`config.mk`:
```
export PLATFORM = sky130hd
export DESIGN_NAME = vat_matrix
export DESIGN_NICKNAME = d
export VERILOG_FILES = /design/src/vat_pkg.sv /design/src/vat_matrix.sv
export SDC_FILE = /design/constraint.sdc
export NUM_CORES = 2
export LEC_CHECK = 0
export ABC_AREA = 1
export BUFFER_PORTS_ARGS = -buffer_cell sky130_fd_sc_hd__buf_2
export CAP_MARGIN = 0
export CORE_ASPECT_RATIO = 1.2
export CORE_MARGIN = 3
export CORE_UTILIZATION = 30
export DETAILED_ROUTE_END_ITERATION = 6
export PLACE_DENSITY = 0.46
export SETUP_SLACK_MARGIN = 0.4
export SYNTH_ARGS = -nofsm -noshare
export SYNTH_HDL_FRONTEND = slang
export SYNTH_SLANG_ARGS = --single-unit
```
`constraint.sdc`:
```
create_clock -name i_clk -period 74 [get_ports i_clk]
set_clock_uncertainty 0.15 [all_clocks]
set_input_delay 14.8 -clock i_clk [delete_from_list [all_inputs] [get_ports i_clk]]
set_output_delay 14.8 -clock i_clk [all_outputs]
set_load 0.03 [all_outputs]
```
`src/vat_pkg.sv`:
```
// Shared types, constants and helper functions for the vertex affine transform.
package vat_pkg;

    // Default number of fraction bits of the fixed-point vertex format.
    localparam int FRAC_BITS_DEF = 16;

    // Angle constants in whole degrees.
    localparam int HALF_TURN    = 180;
    localparam int FULL_TURN    = 2 * HALF_TURN;
    localparam int QUARTER_TURN = HALF_TURN / 2;

    // One degree in radians, Q30.
    localparam longint unsigned DEG_Q30 = 64'd18740330;

    // Geometry sizes.
    localparam int N_AXIS = 3;
    localparam int N_COEF = N_AXIS * N_AXIS;

    // Configuration port.
    localparam int CFG_ADDR_W = 3;
    localparam int CFG_DATA_W = 32;
    localparam int ANGLE_W    = 9;

    typedef logic signed [31:0] t_word;
    typedef t_word t_vec [N_AXIS];
    typedef t_word t_mat [N_COEF];
    typedef logic [31:0] t_sin_tab [QUARTER_TURN + 1];

    // Operating modes; the fourth code passes the vertex through.
    typedef enum logic [1:0] {
        MODE_TRANSLATE = 2'd0,
        MODE_SCALE     = 2'd1,
        MODE_ROTATE    = 2'd2,
        MODE_PASS      = 2'd3
    } t_mode;

    // Register indexes of the configuration port.
    typedef enum logic [CFG_ADDR_W-1:0] {
        CFG_MODE    = 3'd0,
        CFG_PARAM_X = 3'd1,
        CFG_PARAM_Y = 3'd2,
        CFG_PARAM_Z = 3'd3,
        CFG_ANGLE   = 3'd4
    } t_cfg_idx;

    // Clamp a wide signed value to the signed 32-bit range.
    function automatic t_word f_sat(input logic signed [65:0] v);
        t_word res;
        if (v > 66'sd2147483647) begin
            res = 32'sh7FFF_FFFF;
        end else if (v < -66'sd2147483648) begin
            res = 32'sh8000_0000;
        end else begin
            res = v[31:0];
        end
        return res;
    endfunction

    // Quarter-wave sine table over whole degrees, rounded to the given
    // fraction width. Built from a Taylor series in Q30 at elaboration.
    function automatic t_sin_tab f_sin_tab(input int frac);
        t_sin_tab          tab;
        logic [63:0]        u;
        logic [63:0]        x2;
        logic [63:0]        term;
        logic signed [63:0] sum;
        logic signed [63:0] rnd;
        for (int d = 0; d <= QUARTER_TURN; d++) begin
            u    = 64'(d) * DEG_Q30;
            x2   = (u * u) >> 30;
            term = u;
            sum  = $signed(u);
            for (int n = 1; n <= 7; n++) begin
                term = ((term * x2) >> 30) / 64'((2 * n) * (2 * n + 1));
                if ((n % 2) == 1) begin
                    sum = sum - $signed(term);
                end else begin
                    sum = sum + $signed(term);
                end
            end
            if (sum < 0) begin
                sum = 0;
            end
            if (sum > (64'sd1 <<< 30)) begin
                sum = 64'sd1 <<< 30;
            end
            rnd    = (sum + (64'sd1 <<< (29 - frac))) >>> (30 - frac);
            tab[d] = rnd[31:0];
        end
        return tab;
    endfunction

endpackage

```
`src/vat_matrix.sv`:
```
// Sequencer that builds the axis-angle rotation matrix with one shared multiplier.
module vat_matrix #(
    parameter int FRAC_BITS = vat_pkg::FRAC_BITS_DEF
) (
    input  logic                              i_clk,
    input  logic                              i_rst_n,
    input  logic                              i_start,
    input  vat_pkg::t_vec                     i_axis,
    input  logic [vat_pkg::ANGLE_W-1:0]       i_angle,
    output logic                              o_busy,
    output vat_pkg::t_mat                     o_mat
);

    localparam vat_pkg::t_sin_tab SIN_TAB = vat_pkg::f_sin_tab(FRAC_BITS);
    localparam vat_pkg::t_word    ONE     = 32'sd1 <<< FRAC_BITS;

    // Step codes of the build sequence.
    localparam logic [4:0] STEP_T0   = 5'd6;
    localparam logic [4:0] STEP_T1   = 5'd11;
    localparam logic [4:0] STEP_SN0  = 5'd12;
    localparam logic [4:0] STEP_SN1  = 5'd13;
    localparam logic [4:0] STEP_SN2  = 5'd14;
    localparam logic [4:0] STEP_DONE = 5'd16;

    localparam logic [vat_pkg::ANGLE_W-1:0] A_FULL = vat_pkg::ANGLE_W'(vat_pkg::FULL_TURN);
    localparam logic [vat_pkg::ANGLE_W-1:0] A_Q1   = vat_pkg::ANGLE_W'(vat_pkg::QUARTER_TURN);
    localparam logic [vat_pkg::ANGLE_W-1:0] A_Q2   = vat_pkg::ANGLE_W'(vat_pkg::HALF_TURN);
    localparam logic [vat_pkg::ANGLE_W-1:0] A_Q3   =
        vat_pkg::ANGLE_W'(vat_pkg::HALF_TURN + vat_pkg::QUARTER_TURN);
    localparam logic [6:0] RM_MAX = 7'(vat_pkg::QUARTER_TURN);

    logic                      r_busy;
    logic [4:0]                r_step;
    logic                      r_wr;
    logic [3:0]                r_dst;
    logic signed [63:0]        r_prod;
    vat_pkg::t_word            r_scr [vat_pkg::N_COEF];
    vat_pkg::t_word            r_sn;
    vat_pkg::t_word            r_cs;
    vat_pkg::t_word            r_t;
    vat_pkg::t_mat             r_mat;

    logic [vat_pkg::ANGLE_W-1:0] n_ang;
    logic [1:0]                  n_quad;
    logic [6:0]                  n_rm;
    vat_pkg::t_word              n_s0;
    vat_pkg::t_word              n_s1;
    vat_pkg::t_word              n_sn;
    vat_pkg::t_word              n_cs;
    vat_pkg::t_word              n_opa;
    vat_pkg::t_word              n_opb;
    logic [3:0]                  n_dst;

    // Reduce the angle to a quadrant and an offset inside it.
    always_comb begin
        n_ang = (i_angle >= A_FULL) ? i_angle - A_FULL : i_angle;
        if (n_ang < A_Q1) begin
            n_quad = 2'd0;
            n_rm   = n_ang[6:0];
        end else if (n_ang < A_Q2) begin
            n_quad = 2'd1;
            n_rm   = 7'(n_ang - A_Q1);
        end else if (n_ang < A_Q3) begin
            n_quad = 2'd2;
            n_rm   = 7'(n_ang - A_Q2);
        end else begin
            n_quad = 2'd3;
            n_rm   = 7'(n_ang - A_Q3);
        end
        n_s0 = SIN_TAB[n_rm];
        n_s1 = SIN_TAB[RM_MAX - n_rm];
    end

    // Quadrant symmetry for sine and cosine.
    always_comb begin
        case (n_quad)
            2'd0: begin
                n_sn = n_s0;
                n_cs = n_s1;
            end
            2'd1: begin
                n_sn = n_s1;
                n_cs = -n_s0;
            end
            2'd2: begin
                n_sn = -n_s0;
                n_cs = -n_s1;
            end
            default: begin
                n_sn = -n_s1;
                n_cs = n_s0;
            end
        endcase
    end

    // Sine, cosine and one minus cosine are held in registers.
    always_ff @(posedge i_clk) begin
        r_sn <= n_sn;
        r_cs <= n_cs;
        r_t  <= ONE - r_cs;
    end

    // Operand selection for each step of the build.
    always_comb begin
        n_opa = '0;
        n_opb = '0;
        unique case (r_step) inside
            5'd0: begin
                n_opa = i_axis[0];
                n_opb = i_axis[0];
            end
            5'd1: begin
                n_opa = i_axis[0];
                n_opb = i_axis[1];
            end
            5'd2: begin
                n_opa = i_axis[0];
                n_opb = i_axis[2];
            end
            5'd3: begin
                n_opa = i_axis[1];
                n_opb = i_axis[1];
            end
            5'd4: begin
                n_opa = i_axis[1];
                n_opb = i_axis[2];
            end
            5'd5: begin
                n_opa = i_axis[2];
                n_opb = i_axis[2];
            end
            [STEP_T0:STEP_T1]: begin
                n_opa = r_scr[4'(r_step - STEP_T0)];
                n_opb = r_t;
            end
            STEP_SN0: begin
                n_opa = i_axis[2];
                n_opb = r_sn;
            end
            STEP_SN1: begin
                n_opa = i_axis[1];
                n_opb = r_sn;
            end
            STEP_SN2: begin
                n_opa = i_axis[0];
                n_opb = r_sn;
            end
            default: begin
                n_opa = '0;
                n_opb = '0;
            end
        endcase
        n_dst = (r_step < STEP_T0) ? r_step[3:0] : 4'(r_step - STEP_T0);
    end

    // Shared multiplier and write-back of the floored, saturated product.
    always_ff @(posedge i_clk) begin
        r_prod <= n_opa * n_opb;
        r_dst  <= n_dst;
        if (r_wr) begin
            r_scr[r_dst] <= vat_pkg::f_sat($signed({{2{r_prod[63]}}, r_prod}) >>> FRAC_BITS);
        end
    end

    // Step counter; a start restarts the whole build.
    always_ff @(posedge i_clk) begin
        if (!i_rst_n) begin
            r_busy <= 1'b1;
            r_step <= '0;
            r_wr   <= 1'b0;
        end else if (i_start) begin
            r_busy <= 1'b1;
            r_step <= '0;
            r_wr   <= 1'b0;
        end else if (r_busy) begin
            r_wr <= (r_step <= STEP_SN2);
            if (r_step == STEP_DONE) begin
                r_busy <= 1'b0;
            end else begin
                r_step <= r_step + 5'd1;
            end
        end else begin
            r_wr <= 1'b0;
        end
    end

    // Final coefficients: scaled axis products plus cosine or sine terms.
    always_ff @(posedge i_clk) begin
        if (r_busy && (r_step == STEP_DONE) && !i_start) begin
            r_mat[0] <= vat_pkg::f_sat(66'(r_scr[0]) + 66'(r_cs));
            r_mat[1] <= vat_pkg::f_sat(66'(r_scr[1]) - 66'(r_scr[6]));
            r_mat[2] <= vat_pkg::f_sat(66'(r_scr[2]) + 66'(r_scr[7]));
            r_mat[3] <= vat_pkg::f_sat(66'(r_scr[1]) + 66'(r_scr[6]));
            r_mat[4] <= vat_pkg::f_sat(66'(r_scr[3]) + 66'(r_cs));
            r_mat[5] <= vat_pkg::f_sat(66'(r_scr[4]) - 66'(r_scr[8]));
            r_mat[6] <= vat_pkg::f_sat(66'(r_scr[2]) - 66'(r_scr[7]));
            r_mat[7] <= vat_pkg::f_sat(66'(r_scr[4]) + 66'(r_scr[8]));
            r_mat[8] <= vat_pkg::f_sat(66'(r_scr[5]) + 66'(r_cs));
        end
    end

    assign o_busy = r_busy;
    assign o_mat  = r_mat;

endmodule

```
==> flow_metrics.tcl <==
set metrics [dict create \
    drtIter0Drc 7044 \
    syn_nets 12340 \
    post-route-period-util 0.322 \
    first_global_vias 78840 \
    status "finished with violations" \
    vias 76055 \
    fin_hold_ws_ns 0.406 \
    layout_commonest_cell "nand2_1" \
    place_congestion 0.966 \
    grt_antenna_before_repair 21 \
    synthFlopType "edfxtp_1" \
    clk_latency_ns 0.78 \
    ys_seq_area_frac 0.294 \
    grt_pass1_wl_um 563000 \
    cp_max_fo 17 \
    overflow 0 \
    synthArstFlopShare 0 \
    avgSynthCellArea_um2 8.68 \
    synthesis.area_mm2 0.0923 \
    cts_setup_buffers 0 \
    wl_um 393000 \
    most-common-layout-cells "2040 x nand2_1, 1736 x inv_1, 1099 x nor2_1" \
    io_buffer_count 396 \
    slowest_stage "fa_1" \
    drcViolationCount 0 \
    htreeDepth 3 \
    cts_resized 0 \
    grt_setup_unrepaired "no" \
    tightest_slew_ns 1.49 \
    io_pins 397 \
    ant_nets 0 \
    clock-sinks 955 \
    clock.fmax_mhz 41.9 \
    clock_path_buffers 3 \
    layout-drive-gt1-share 0.0811 \
    num_rows 222 \
    fp.dieH_um 614 \
    drtPass1Iterations 6 \
    post-place-cells 14724 \
    die_area_mm2 0.314 \
    setup_viol_count_final 0 \
    root_buffer "clkbuf_16" \
    die_w_um 512 \
    core_mm2 0.306 \
    slew_violations 0 \
    grt_max_degree 146 \
    crit_type "in -> reg" \
    cp_top_family "adder cells" \
    fin_crit_ns 23.84 \
    syn_to_final_growth_pct 10.7 \
    cp-end-kind "flip-flop" \
    start_kind "input port" \
    relSlewSlack 0.00832 \
    final_nets 12508 \
    cts_buffers 105 \
    cts_tree "yes" \
    clkTransAtPathRegs_ns 0.06 \
    crit_arrival_ns 24.31 \
    path_buf_inv 7 \
    synth_cell_type_count 60 \
    synth_warnings 0 \
    dp_hpwl_um 314000 \
    hold_viol 0 \
    cp_common_cell "fa_1" \
    fin_setup_tns_ns 0 \
    post_drt_via_cell_ratio 5.10 \
    cts_hold_buf 0 \
    postLayoutCoreUtil 0.334 \
    fillerInstances 32071 \
    grtUsageTotal 0.246 \
    maxCapViolations 1 \
    post_drt_wl_per_cell_um 26.4 \
    synth-seq-cells 955 \
    initial_core_util 0.302 \
    synth_cells 10631 \
    violations "max-capacitance violations" \
    fin_cells 14920 \
    worstPathRequired_ns 74.46 \
    holdCritPathClass "reg -> reg" \
    synth-edff-count 800 \
    max_stage_delay_ns 1.12 \
]
[area by class of cell]
| type | instances | area (µm²) | share of cell area |
|---|---|---|---|
| multi-input combinational | 7403 | 56700 | 0.555 |
| tap | 4032 | 5040 | 0.0494 |
| inverter | 1775 | 6670 | 0.0653 |
| timing repair buffer | 559 | 3220 | 0.0315 |
| clock inverter | 57 | 581 | 0.00569 |
| sequential | 955 | 27100 | 0.266 |
| clock buffer | 136 | 2800 | 0.0275 |
| antenna | 3 | 7.51 | 0.0000735 |
[cell usage after synthesis (9+ instances only)]
cell type  count  area share
xor2_1       298       0.028
o21bai_1      34      0.0028
nand4_1       44      0.0030
nand3b_1       9     0.00073
o2111ai_1      9     0.00085
nand2_2       33      0.0022
a21boi_0      33      0.0027
clkbuf_1     401       0.016
o21ai_1       20      0.0011
inv_1       1742       0.071
dfxtp_1      155       0.034
fa_1        1092        0.24
a21oi_1      513       0.028
o211ai_1      62      0.0050
a221oi_1      69      0.0065
ha_1         509       0.069
inv_2         14     0.00057
nor2_2        12     0.00081
a21o_1        14      0.0011
buf_6         15      0.0018
o221ai_1      93      0.0088
buf_4         17      0.0014
nand2_1     2043       0.083
nor4_1        30      0.0020
o22ai_1       54      0.0037
o21a_1        11     0.00089
clkinv_1      18     0.00073
a31oi_1       18      0.0012
and2_1        32      0.0022
nor2_1      1120       0.046
o21ai_0      667       0.036
or2_2         10     0.00068
edfxtp_1     800        0.26
xnor2_1       75      0.0071
buf_2         36      0.0020
nor3_1        43      0.0023
a21boi_1      10     0.00081
nand3_1      389       0.021
buf_1         29      0.0012
[worst register-to-register path: cells and delay by family (launching register included)]
kind / cells / cell delay, ns
adder cells (fa/ha/maj): 10 / 4.71
buffers and inverters: 9 / 2.90
AND/OR/NAND/NOR: 12 / 2.50
AO/OA/AOI/OAI: 5 / 1.84
flip-flops: 1 / 0.85
XOR/XNOR: 1 / 0.14
[final timing paths]
path,startpoint,end,slack (ns),depth (start not counted)
max,i_axis[14],r_prod[60],50.16,26
min,o_busy,r_wr,0.41,2
max reg2reg,r_step[1],r_prod[62],60.85,37
min reg2reg,o_busy,r_wr,0.41,2
[kinds of logic (layout without fill, tap and decap cells)]
| kind of cell | count (synthesis) | in the layout | share of synthesized area |
|---|---|---|---|
| xor+xnor | 375 | 375 | 0.0359 |
| simple gates | 3793 | 3793 | 0.167 |
| compound gates | 1634 | 1634 | 0.102 |
| buf+inv | 2273 | 2527 | 0.0949 |
| other cells | 0 | 3 | 0 |
| flops | 955 | 955 | 0.294 |
| fa+ha+maj | 1601 | 1601 | 0.306 |
[flip-flops by register name (all words and copies together) (netlist names)]
register  cells
o_busy        1
o_mat       288
r_cs         32
r_dst         4
r_prod       48
r_scr       512
r_sn         32
r_step        5
r_t          32
r_wr          1
[through the flow]
step | worst slack (ns) | cell area (µm²)
2_1_floorplan | 38.29 | 92300
3_5_place_dp | 49.36 | 98700
4_1_cts | 50.16 | 102000
5_1_grt | 49.76 | 102000
3_3_place_gp | 49.29 | 98700
6_report | 50.16 | 102000
[metal layers]
| layer | global-route usage | vias up | part of all wire |
|---|---|---|---|
| li1 | - | 34157 | - |
| met1 | 0.306 | 38232 | 0.40 |
| met2 | 0.411 | 3010 | 0.47 |
| met3 | 0.0464 | 654 | 0.073 |
| met4 | 0.120 | 2 | 0.058 |
| met5 | 0 | - | 0.000033 |
Power is not shown: default switching activity piles up to over one toggle a cycle in this logic, so the estimate is an artifact.
